### config.mk
export PLATFORM = sky130hd
export DESIGN_NAME = servo_bus_write_packet_framer
export DESIGN_NICKNAME = d
export VERILOG_FILES = /design/src/rtl/core/sbwpf_pkg.sv /design/src/rtl/core/servo_bus_write_packet_framer.sv
export SDC_FILE = /design/constraint.sdc
export NUM_CORES = 1
export LEC_CHECK = 0
export BUFFER_PORTS_ARGS = -buffer_cell sky130_fd_sc_hd__buf_4
export CAP_MARGIN = 40
export CORE_MARGIN = 2
export CORE_UTILIZATION = 55
export DETAILED_ROUTE_END_ITERATION = 16
export PLACE_DENSITY = 0.78
export REMOVE_ABC_BUFFERS = 1
export SLEW_MARGIN = 30
export SYNTH_ARGS = -nofsm -noshare
export SYNTH_HDL_FRONTEND = slang
export SYNTH_SLANG_ARGS = --single-unit
### constraint.sdc
create_clock -name clock -period 4.8 [get_ports clock]
set_clock_uncertainty 0.1 [all_clocks]
set_input_delay 0.24 -clock clock [delete_from_list [all_inputs] [get_ports clock]]
set_output_delay 0.24 -clock clock [all_outputs]
set_load 0.01 [all_outputs]
### src/rtl/core/sbwpf_pkg.sv
// ----------------------------------------------------------------------------
// sbwpf_pkg
// shared types and constants for the servo bus write packet framer
// ----------------------------------------------------------------------------
package sbwpf_pkg;

   // command item
   typedef struct packed {
      logic        req_type;
      logic [7:0]  servo_id;
      logic [15:0] goal_position;
      logic [15:0] move_time;
      logic [15:0] move_speed;
      logic        torque_on;
   } req_item_type;

   // result item, one packet byte
   typedef struct packed {
      logic [7:0] tx_byte;
      logic       last_byte;
   } rsp_item_type;

   // command kinds
   localparam logic REQ_POSITION = 1'b0;
   localparam logic REQ_TORQUE   = 1'b1;

   // packet constants
   localparam logic [7:0] SYNC_BYTE     = 8'hFF;
   localparam logic [7:0] INST_WRITE    = 8'h03;
   localparam logic [7:0] ADDR_TORQUE   = 8'd40;
   localparam logic [7:0] ADDR_POSITION = 8'd42;
   localparam logic [7:0] LEN_POSITION  = 8'd9;
   localparam logic [7:0] LEN_TORQUE    = 8'd4;

   // byte positions inside a packet
   localparam int unsigned IDX_W = 4;
   localparam logic [IDX_W-1:0] IDX_SYNC0     = 4'd0;
   localparam logic [IDX_W-1:0] IDX_SYNC1     = 4'd1;
   localparam logic [IDX_W-1:0] IDX_ID        = 4'd2;
   localparam logic [IDX_W-1:0] IDX_LEN       = 4'd3;
   localparam logic [IDX_W-1:0] IDX_INST      = 4'd4;
   localparam logic [IDX_W-1:0] IDX_ADDR      = 4'd5;
   localparam logic [IDX_W-1:0] IDX_PAR0      = 4'd6;
   localparam logic [IDX_W-1:0] IDX_PAR1      = 4'd7;
   localparam logic [IDX_W-1:0] IDX_PAR2      = 4'd8;
   localparam logic [IDX_W-1:0] IDX_PAR3      = 4'd9;
   localparam logic [IDX_W-1:0] IDX_PAR4      = 4'd10;
   localparam logic [IDX_W-1:0] IDX_PAR5      = 4'd11;
   localparam logic [IDX_W-1:0] IDX_LAST_POS  = 4'd12;
   localparam logic [IDX_W-1:0] IDX_LAST_TRQ  = 4'd7;

endpackage

### src/rtl/core/servo_bus_write_packet_framer.sv
// ----------------------------------------------------------------------------
// servo_bus_write_packet_framer
// turns one servo write command into its byte-serial bus packet
// ----------------------------------------------------------------------------
//
//   channel | direction | handshake          | payload
//   --------+-----------+--------------------+------------------------------
//   req     | in        | req_valid/req_stall | sbwpf_pkg::req_item_type
//   rsp     | out       | rsp_valid/rsp_stall | sbwpf_pkg::rsp_item_type
//   csr     | in        | csr_valid/csr_ready | bus_enabled, 1 bit
//
// one packet byte leaves per cycle while rsp_stall does not hold it: a
// position write occupies the byte counter for 13 bytes, a torque write for 8,
// and a new command is taken in the same cycle the checksum byte is loaded
// reset: bus enabled, no packet in flight, output register empty
// rsp_stall holds a full output register and then freezes the byte counter
// req_stall is high while the held packet still has bytes other than the
// one leaving this cycle; a command taken while the bus is disabled is dropped
//
module servo_bus_write_packet_framer (
   input  logic                    clock,
   input  logic                    reset,
   // command channel
   input  logic                    req_valid,
   output logic                    req_stall,
   input  sbwpf_pkg::req_item_type req_data,
   // byte channel
   output logic                    rsp_valid,
   input  logic                    rsp_stall,
   output sbwpf_pkg::rsp_item_type rsp_data,
   // bus enable register
   input  logic                    csr_valid,
   output logic                    csr_ready,
   input  logic                    csr_data
);

   // command register and packet progress
   sbwpf_pkg::req_item_type cmd_ff, cmd_in;
   logic [7:0]                 chk_ff, chk_in;
   logic [sbwpf_pkg::IDX_W-1:0] idx_ff, idx_in;
   logic                       busy_ff, busy_in;
   logic                       bus_en_ff, bus_en_in;

   // output register
   logic                       rsp_valid_ff, rsp_valid_in;
   sbwpf_pkg::rsp_item_type    rsp_data_ff, rsp_data_in;

   logic                       req_fire;
   logic                       advance;
   logic                       at_last;
   logic [sbwpf_pkg::IDX_W-1:0] last_idx;
   logic [7:0]                 cur_byte;
   logic [7:0]                 sum;

   // a byte moves into the output register when it is empty or draining
   assign advance   = busy_ff && (!rsp_valid_ff || !rsp_stall);
   assign last_idx  = (cmd_ff.req_type == sbwpf_pkg::REQ_TORQUE) ?
                      sbwpf_pkg::IDX_LAST_TRQ : sbwpf_pkg::IDX_LAST_POS;
   assign at_last   = (idx_ff == last_idx);
   assign req_stall = busy_ff && !(advance && at_last);
   assign req_fire  = req_valid && !req_stall;
   assign csr_ready = 1'b1;

   // checksum over id, length, instruction, address and parameters
   always_comb begin
      if (req_data.req_type == sbwpf_pkg::REQ_TORQUE) begin
         sum = req_data.servo_id + sbwpf_pkg::LEN_TORQUE + sbwpf_pkg::INST_WRITE
             + sbwpf_pkg::ADDR_TORQUE + {7'd0, req_data.torque_on};
      end else begin
         sum = req_data.servo_id + sbwpf_pkg::LEN_POSITION + sbwpf_pkg::INST_WRITE
             + sbwpf_pkg::ADDR_POSITION
             + req_data.goal_position[15:8] + req_data.goal_position[7:0]
             + req_data.move_time[15:8] + req_data.move_time[7:0]
             + req_data.move_speed[15:8] + req_data.move_speed[7:0];
      end
   end

   // byte select for the current packet position
   always_comb begin
      case (idx_ff)
         sbwpf_pkg::IDX_SYNC0: cur_byte = sbwpf_pkg::SYNC_BYTE;
         sbwpf_pkg::IDX_SYNC1: cur_byte = sbwpf_pkg::SYNC_BYTE;
         sbwpf_pkg::IDX_ID:    cur_byte = cmd_ff.servo_id;
         sbwpf_pkg::IDX_LEN:   cur_byte = (cmd_ff.req_type == sbwpf_pkg::REQ_TORQUE) ?
                                          sbwpf_pkg::LEN_TORQUE : sbwpf_pkg::LEN_POSITION;
         sbwpf_pkg::IDX_INST:  cur_byte = sbwpf_pkg::INST_WRITE;
         sbwpf_pkg::IDX_ADDR:  cur_byte = (cmd_ff.req_type == sbwpf_pkg::REQ_TORQUE) ?
                                          sbwpf_pkg::ADDR_TORQUE : sbwpf_pkg::ADDR_POSITION;
         sbwpf_pkg::IDX_PAR0:  cur_byte = (cmd_ff.req_type == sbwpf_pkg::REQ_TORQUE) ?
                                          {7'd0, cmd_ff.torque_on} :
                                          cmd_ff.goal_position[15:8];
         // torque packets end here with the checksum
         sbwpf_pkg::IDX_PAR1:  cur_byte = (cmd_ff.req_type == sbwpf_pkg::REQ_TORQUE) ?
                                          chk_ff : cmd_ff.goal_position[7:0];
         sbwpf_pkg::IDX_PAR2:  cur_byte = cmd_ff.move_time[15:8];
         sbwpf_pkg::IDX_PAR3:  cur_byte = cmd_ff.move_time[7:0];
         sbwpf_pkg::IDX_PAR4:  cur_byte = cmd_ff.move_speed[15:8];
         sbwpf_pkg::IDX_PAR5:  cur_byte = cmd_ff.move_speed[7:0];
         sbwpf_pkg::IDX_LAST_POS: cur_byte = chk_ff;
         default:              cur_byte = chk_ff;
      endcase
   end

   // next state
   always_comb begin
      cmd_in       = cmd_ff;
      chk_in       = chk_ff;
      idx_in       = idx_ff;
      busy_in      = busy_ff;
      bus_en_in    = bus_en_ff;
      rsp_valid_in = rsp_valid_ff;
      rsp_data_in  = rsp_data_ff;

      if (csr_valid && csr_ready) begin
         bus_en_in = csr_data;
      end

      // output register drains
      if (rsp_valid_ff && !rsp_stall) begin
         rsp_valid_in = 1'b0;
      end

      // next byte of the held packet
      if (advance) begin
         rsp_valid_in          = 1'b1;
         rsp_data_in.tx_byte   = cur_byte;
         rsp_data_in.last_byte = at_last;
         idx_in                = idx_ff + 1'b1;
         if (at_last) begin
            busy_in = 1'b0;
         end
      end

      // new command; dropped while the bus is off
      if (req_fire && bus_en_ff) begin
         cmd_in  = req_data;
         chk_in  = ~sum;
         idx_in  = '0;
         busy_in = 1'b1;
      end
   end

   // control state
   always_ff @(posedge clock) begin
      if (reset) begin
         busy_ff      <= 1'b0;
         bus_en_ff    <= 1'b1;
         rsp_valid_ff <= 1'b0;
         idx_ff       <= '0;
      end else begin
         busy_ff      <= busy_in;
         bus_en_ff    <= bus_en_in;
         rsp_valid_ff <= rsp_valid_in;
         idx_ff       <= idx_in;
      end
   end

   // payload
   always_ff @(posedge clock) begin
      cmd_ff      <= cmd_in;
      chk_ff      <= chk_in;
      rsp_data_ff <= rsp_data_in;
   end

   assign rsp_valid = rsp_valid_ff;
   assign rsp_data  = rsp_data_ff;

   // a command taken while the bus is on starts a packet from its first byte
   a_start: assert property (@(posedge clock) disable iff (reset)
      req_fire && bus_en_ff |=> busy_ff && idx_ff == '0)
      else $error("accepted command did not start a packet");

   // the byte counter never runs past the checksum position
   a_idx_range: assert property (@(posedge clock) disable iff (reset)
      busy_ff |-> idx_ff <= last_idx)
      else $error("byte counter beyond end of packet");

   // a packet is not cut short before its checksum byte
   a_no_cut: assert property (@(posedge clock) disable iff (reset)
      advance && !at_last |=> busy_ff)
      else $error("packet ended before its checksum");

   // a command taken while the bus is off leaves nothing in flight
   a_drop: assert property (@(posedge clock) disable iff (reset)
      req_fire && !bus_en_ff |=> !busy_ff)
      else $error("dropped command started a packet");

endmodule

== Word level (Yosys, flattened, before mapping) ==
Cells that the tools add are included.
Widths: inputs -> output; s select.
Word-level totals
  bits in registers: 82
  latch bits: 0
  RAM bits: 0
  memory bits (read-only): 0
  input port bits: 64
  output and inout port bits: 12
  logic and storage cells: 70
  memories kept: 0
Cells by class
  add/sub/neg operators: 14
  multiply operators: 0
  divide/modulo/power cells: 0
  magnitude comparators: 0
  equality and inequality tests: 12
  shifts and indexed selects: 0
  muxes and demuxes: 12
  bitwise operators: 1
  reductions and logical operators: 18
Operators by type and width (count)
  $pmux 8 s11: 1
  $add 8x8->8: 6
  $mux 8: 3
  $add 8x2->8 const B: 2
  $add 8x6->8 const B: 2
  $eq 4x3->1 const B: 4
  $eq 4x4->1 const B: 4
  $add 8x1->8: 1
  $add 8x3->8 const B: 1
  $add 8x4->8 const B: 1
  $eq 4x2->1 const B: 2
  $mux 4: 2
  $not 8->8: 1
  $logic_and 1x1->1: 6
  $reduce_bool 2->1: 3
  $mux 1: 5
  $add 4x1->4 const B: 1
  $eq 4x1->1 const B: 1
  $eq 4x4->1: 1
  $logic_not 1->1: 4
  $logic_not 4->1: 1
  $reduce_or 2->1: 2
  $mux 2: 1
  $reduce_and 2->1: 1
  $logic_or 1x1->1: 1

== Depth between registers and ports, before layout ==
Gate-level depths: netlist (run 1).
  depth after elaboration: 11
  gate-level depth with buffers: 16
  depth with buffers taken out: 16

== Worst setup path after synthesis (run 1) ==
No wires, ideal clock.
  kind: register to register
  from: register cmd_ff[57] (netlist name)
  to: register chk_ff[0], enable pin
  library setup time: 0.491 ns
  arrival time: 3.846 ns
  path slack: 0.363 ns
  stages on the path, launching flop included: 6
  cells stage by stage: edfxtp_1 > nor4b_1 > o21ai_1 > o21ai_1 > inv_1 > nor2_1
On the way
  word-level cells in the longest chain between the ends: 8
Ends and longest elaborated chain
  from (decl): RTL line servo_bus_write_packet_framer.sv:38  | sbwpf_pkg::req_item_type cmd_ff, cmd_in;
  from (signal assigned): RTL line servo_bus_write_packet_framer.sv:160  | cmd_ff <= cmd_in;
  $mux 4: RTL line servo_bus_write_packet_framer.sv:57  | assign last_idx = (cmd_ff.req_type == sbwpf_pkg::REQ_TORQUE) ?
  $eq 4x4->1: RTL line servo_bus_write_packet_framer.sv:59  | assign at_last = (idx_ff == last_idx);
  $logic_and 1x1->1: RTL line servo_bus_write_packet_framer.sv:60  | assign req_stall = busy_ff && !(advance && at_last);
  $logic_not 1->1: RTL line servo_bus_write_packet_framer.sv:60
  $logic_and 1x1->1: RTL line servo_bus_write_packet_framer.sv:60
  net req_stall: RTL line servo_bus_write_packet_framer.sv:25  | output logic req_stall,
  $logic_not 1->1: RTL line servo_bus_write_packet_framer.sv:61  | assign req_fire = req_valid && !req_stall;
  $logic_and 1x1->1: RTL line servo_bus_write_packet_framer.sv:61
  $logic_and 1x1->1: RTL line servo_bus_write_packet_framer.sv:135  | if (req_fire && bus_en_ff) begin
  to (signal assigned): RTL line servo_bus_write_packet_framer.sv:161  | chk_ff <= chk_in;
  to (decl): RTL line servo_bus_write_packet_framer.sv:39  | logic [7:0] chk_ff, chk_in;
The timed path passes the listed nets, and every way through them passes these cells.
A chain may end at the register's enable or synchronous reset.

== Worst setup path after layout (run 1) ==
  from: input req_data[4] (netlist name)
  to: register chk_ff[7], data pin
On the way
  word-level cells in the longest chain between the ends: 3
Ends and longest elaborated chain
  from (decl): RTL line servo_bus_write_packet_framer.sv:26  | input sbwpf_pkg::req_item_type req_data,
  $add 8x8->8: RTL line servo_bus_write_packet_framer.sv:74  | + req_data.move_speed[15:8] + req_data.move_speed[7:0];
  $mux 8: RTL line servo_bus_write_packet_framer.sv:66  | if (req_data.req_type == sbwpf_pkg::REQ_TORQUE) begin
  $not 8->8: RTL line servo_bus_write_packet_framer.sv:137  | chk_in = ~sum;
No other way between the ends.

==> run_results.csv, run 1 <==
group,metric,value,unit
run,cap_violations,0,
route,vias,3527,
timing,rsz0062_at_grt,"no",
global_route,globalRouteTotalUtil,24.0,%
clock_tree,clk-insertion-delay-late,0.36,ns
timing,layout_min_cycle_time,4.30,ns
yosys,yosys.area.top_type,"edfxtp_1",
global_route,grt_pass1_wl,17.4,mm
clock_tree,cts_setup_buffers,0,
yosys,ys_seq_area_share,50.0,%
yosys,yosys_warnings,0,
route,postRouteAntennaNets,0,
timing,holdWs,0.00867,ns
yosys,postSynthCellCount,393,
route,drt-total-wl,10.8,mm
route,via_per_inst,5.54,
clock_tree,htree_num_levels,3,
cells_and_area,fin_cells,637,
floorplan,num_rows,34,
timing,tns,0,ns
clock_tree,ctsRootBufferMaster,"clkbuf_8",
timing,hold_viol_final,0,
placement,place_area,0.00544,sq mm
timing,max_clock_freq,0.233,GHz
floorplan,dieArea,0.00946,sq mm
worst_setup_path,crit_path_end_kind,"flop",
floorplan,start_util,55.7,%
worst_setup_path,critPathKind,"in2reg",
global_route,grt_antenna_before_repair,0,
placement,io_buffer_count,74,
power,p_total,2.21,mW
route,drcViolationCount,0,
yosys,yosysTopAreaCellShare,47.1,%
global_route,grt_max_degree,35,
yosys,synth_cell_types,55,
power,switching_share,31.8,%
timing,slew_viol_final,0,
floorplan,fp.coreArea,0.00859,sq mm
cells_and_area,drive_gt1_share,18.9,%
floorplan,die_y,97.3,microns
power,ir_drop,0.000210,V
cells_and_area,antenna_cells,0,
power,internal_power,1.51,mW
route,firstDrtPassIters,7,
global_route,grt_pass1_vias,3601,
power,power_frac_comb,37.7,%
power,sequentialPowerShare,40.7,%
clock_tree,path_clk_slew,0.08,ns
yosys,yosys_most_used_dff,"edfxtp_1",
placement,gp_congestion,0.816,
worst_setup_path,startpoint_type,"primary input",
hold_path,hp-class,"in2reg",
power,p_leak,2.67,nW
yosys,synth_edf_count,75,
power,p_sw,0.703,mW
timing,worst_pin_slew,0.844,ns
yosys,syn_avg_cell_area,12.2,sq um
floorplan,io_pins,76,
timing,fin_crit_sh,89.5,%
clock_tree,cts.sinks,82,
global_route,grt.overflow.total,0,
timing,finalSetupViolCount,0,
worst_setup_path,crit_fanout,2,
worst_setup_path,worstPathArrival,4.31,ns
yosys,yosysMostFrequentCell,"inv_1",
cells_and_area,layout.nets,641,
worst_setup_path,required,4.81,ns
power,p_clk_share,21.7,%
route,drt-initial-drc-count,182,
yosys,synthArstFlopShare,0,%
power,p_per_area,357,mW/mm^2
route,drt-wirelength-per-cell,16.9,microns
timing,relSlewSlack,43.7,%
clock_tree,clock_path_buffers,2,
cells_and_area,fin_area,0.00620,sq mm
yosys,synth_area_leaders,"edfxtp_1 (47%), fa_1 (13%), inv_1 (6.6%)",
clock_tree,cts_made_buffers,9,
yosys,synthTopCellsByCount,"inv_1 (84), edfxtp_1 (75), fa_1 (32)",
yosys,ys_seq_elements,82,
status,status,"finished clean",
floorplan,die_w,97.3,microns
placement,dp_cells,564,
placement,dpl.hpwl,7.46,mm
clock_tree,cts_tree,"done",
cells_and_area,area_growth,29.6,%
yosys,synth_area,0.00479,sq mm
## placed cells by master (no fill, tap or decap), drive strengths merged, types with 5 or more instances in the layout
master / count
a21oi: 18
a22oi: 11
buf: 79
clkbuf: 11
dfxtp: 7
dlygate4sd3: 56
edfxtp: 75
fa: 32
ha: 20
inv: 85
mux2i: 5
nand2: 14
nor2: 17
o21ai: 12
xnor2: 16
## final cells by class
| type | instances | area [sq um] |
|---|---|---|
| flip-flops and latches | 82 | 2390 |
| fillers | 607 | 2390 |
| multi-input cells | 211 | 2010 |
| repair buffers | 135 | 1160 |
| inverters | 86 | 323 |
| well taps | 108 | 135 |
| clock buffers | 11 | 131 |
| clock inverters | 4 | 43.8 |
## stage by stage
stage / worst slack, ns / util [%]
2_1_floorplan: 0.172 / -
3_3_place_gp: 0.798 / 63.3
3_5_place_dp: 0.676 / 63.3
4_1_cts: 0.507 / 71.8
5_1_grt: 0.309 / 72.2
6_report: 0.504 / 72.2
## routing by layer
| metal | vias to the layer above | part of all wire, % | track usage (%) |
|---|---|---|---|
| li1 | 1600 | - | - |
| met1 | 1772 | 38 | 30.1 |
| met5 | - | 0 | 0 |
| met4 | 0 | 1.9 | 9.29 |
| met2 | 139 | 53 | 41.7 |
| met3 | 16 | 6.9 | 4.24 |
## state kept, by name, indices dropped and copies added, names as in the netlist
signal / flops
idx_ff: 4
chk_ff: 8
cmd_ff: 58
rsp_data: 9
rsp_valid: 1
busy_ff: 1
bus_en_ff: 1
## power groups by stage
| stage | clock network, mW | logic, mW | registers (mW) |
|---|---|---|---|
| global route | 0.504 | 0.933 | 0.906 |
| finish | 0.480 | 0.834 | 0.901 |
| floorplan | 0 | 0.569 | 0.912 |
| CTS | 0.480 | 0.834 | 0.900 |
| global placement | 0 | 0.748 | 0.914 |
| detailed placement | 0 | 0.786 | 0.916 |
## what timing repair did
action                     in CTS  in global routing
hold endpoints to repair       56                  1
setup endpoints to repair       0                  0
hold buffers                   55                  1
gates resized for setup         0                  0
## path summary, 6_finish.rpt
kind	from	end	slack, ns	cells after the start
worst max register to register	idx_ff[0]	rsp_data[5]	2.04	6
worst min register to register	busy_ff	rsp_valid	0.41	2
worst max-delay path	req_data[4]	chk_ff[7]	0.50	16
worst min-delay path	csr_valid	bus_en_ff	0.009	2
## critical path, cell delays in order
cell,delay (ns)
dlygate4sd3_1,0.54
buf_4,0.11
inv_1,0.05
fa_1,0.52
inv_1,0.06
fa_1,0.52
fa_1,0.54
inv_1,0.05
fa_1,0.58
inv_1,0.06
ha_1,0.29
a21o_1,0.16
a21oi_1,0.24
o21ai_1,0.12
xnor2_1,0.13
mux2i_1,0.09
## cell families after synthesis
kind of cell / share of synthesized area [%]
and+or+nand+nor: 5.52
muxes: 1.52
adders and majority gates: 18.6
xor gates and xnor gates: 4.89
buffers and inverters: 8.13
AOI/OAI and AO/OA: 11.3
DFF: 50.0
other: 0.0784
(Power assumes the default switching activity.)
==> run 2, diff against run 1 <==
clock period = 4.43 ns   (was 4.8 ns; I/O delays follow)
==> run_results.csv, run 2 (synthesis gave the netlist of run 1 again) <==
group,metric,value,unit
status,status,"finished clean",
cells_and_area,fill_cells,591,
power,p_per_area,378,mW/mm^2
cells_and_area,final_common_cell,"inv_1",
timing,finalSetupViolCount,0,
route,drt-total-wl,11.5,mm
floorplan,fp.coreArea,0.00859,sq mm
timing,relSlewSlack,43.4,%
timing,fin_ws,0.209,ns
floorplan,die_y,97.3,microns
power,ir_drop,0.000201,V
route,postRouteAntennaNets,0,
clock_tree,cts_made_buffers,9,
route,vias,3540,
cells_and_area,register_area,0.00239,sq mm
clock_tree,cts_setup_buffers,0,
global_route,grt_pass1_wl,18.4,mm
global_route,grt_pass1_vias,3732,
floorplan,start_util,55.7,%
hold_path,hp-class,"in2reg",
run,cap_violations,0,
clock_tree,cts.sinks,82,
placement,place_area,0.00545,sq mm
placement,dpl.hpwl,7.55,mm
global_route,globalRouteTotalUtil,25.4,%
route,drt-wirelength-per-cell,17.8,microns
global_route,grt_antenna_before_repair,0,
worst_setup_path,crit_path_end_kind,"flop",
timing,worst_pin_slew,0.848,ns
route,drcViolationCount,0,
cells_and_area,layout_common_cells,"inv_1 (84), buf_4 (76), edfxtp_1 (75), dlygate4sd3_1 (60), fa_1 (32)",
placement,gp_congestion,0.792,
timing,rsz0062_at_grt,"no",
clock_tree,htree_num_levels,3,
cells_and_area,drive_gt1_share,19.3,%
timing,fin_crit_sh,95.3,%
placement,io_buffer_count,74,
route,firstDrtPassIters,5,
clock_tree,cts_tree,"done",
floorplan,num_rows,34,
timing,hold_viol_final,0,
clock_tree,path_clk_slew,0.08,ns
placement,place_ws,0.366,ns
cells_and_area,layout.nets,645,
clock_tree,ctsRootBufferMaster,"clkbuf_8",
floorplan,dieArea,0.00946,sq mm
cells_and_area,area_growth,30.8,%
cells_and_area,largest_reg_flops,58,
worst_setup_path,required,4.44,ns
cells_and_area,multiInputGateArea,0.00202,sq mm
worst_setup_path,worstPathArrival,4.23,ns
worst_setup_path,startpoint_type,"primary input",
timing,slew_viol_final,0,
clock_tree,clk-insertion-delay-late,0.36,ns
floorplan,io_pins,76,
cells_and_area,antenna_cells,0,
cells_and_area,fin_area,0.00626,sq mm
floorplan,die_w,97.3,microns
route,via_per_inst,5.51,
power,p_leak,2.68,nW
global_route,grt.overflow.total,0,
global_route,grt_max_degree,67,
worst_setup_path,critPathKind,"in2reg",
timing,layout_min_cycle_time,4.22,ns
timing,max_clock_freq,0.237,GHz
clock_tree,clock_path_buffers,2,
timing,holdWs,0.0983,ns
route,drt-initial-drc-count,263,
cells_and_area,largest-register,"cmd_ff",
worst_setup_path,crit_fanout,2,
## run 2: cell count changes in the layout (fill, tap and decap cells not counted), sizes merged
cell / previous run / this run
clkinv: 4 / 5
bufinv: 1 / 0
dlygate4sd3: 56 / 60
clkbuf: 11 / 10
clkinvlp: 0 / 2
## run 2: power breakdown
part           leakage [nW]  total (mW)  internal, mW  switching (mW)
combinational          1.85       0.915         0.446           0.468
clock                0.0795       0.473         0.199           0.274
sequential            0.756       0.977         0.945          0.0319
## run 2: layout make-up
type                            instances  share of cell area (%)
Clock buffer                           10                    2.04
Tap cell                              108                    2.16
Sequential cell                        82                    38.2
Multi-Input combinational cell        211                    32.2
Clock inverter                          6                   0.540
Timing Repair Buffer                  139                    19.6
Inverter                               86                    5.16
## run 2: metal layers
metal  part of all wire (%)  track usage (%)
met5                      0                0
met4                    2.9             9.94
met2                     53             43.3
met1                     38             33.7
met3                    6.6             3.02
## run 2: what timing repair did
item | in CTS | in global routing
hold endpoints to repair | 60 | 0
resized for setup | 0 | 1
endpoints found under the setup margin | 0 | 1
hold buffers | 60 | 0
## run 2: path summary, 6_finish.rpt
| path | start | depth (start not counted) | slack (ns) | to |
|---|---|---|---|---|
| setup / recovery | req_data[27] | 18 | 0.21 | chk_ff[6] |
| hold / removal | req_data[57] | 1 | 0.1 | cmd_ff[57] |
| setup reg to reg | idx_ff[0] | 6 | 1.64 | rsp_data[5] |
| hold reg to reg | busy_ff | 2 | 0.42 | rsp_valid |
## run 2: critical path, cell delays in order
cell           delay (ns)
dlygate4sd3_1        0.56
buf_4                0.12
inv_1                0.05
fa_1                 0.52
inv_1                0.05
fa_1                 0.47
fa_1                 0.54
inv_1                0.05
fa_1                 0.53
inv_1                0.04
ha_1                 0.21
inv_1                0.07
fa_1                 0.20
inv_1                0.05
a21o_1               0.15
a21oi_1              0.18
xnor2_1              0.14
mux2i_1              0.08
## run 2: stage by stage
stage          power [mW]  utilization (%)  TNS (ns)  cells
6_report             2.36             72.8         0    642
5_1_grt              2.53             72.8         0    642
4_1_cts              2.34             72.3         0    640
3_5_place_dp         1.84             63.4         0    564
3_3_place_gp         1.80             63.2         0    563
2_1_floorplan        1.61                -    -13.05    379
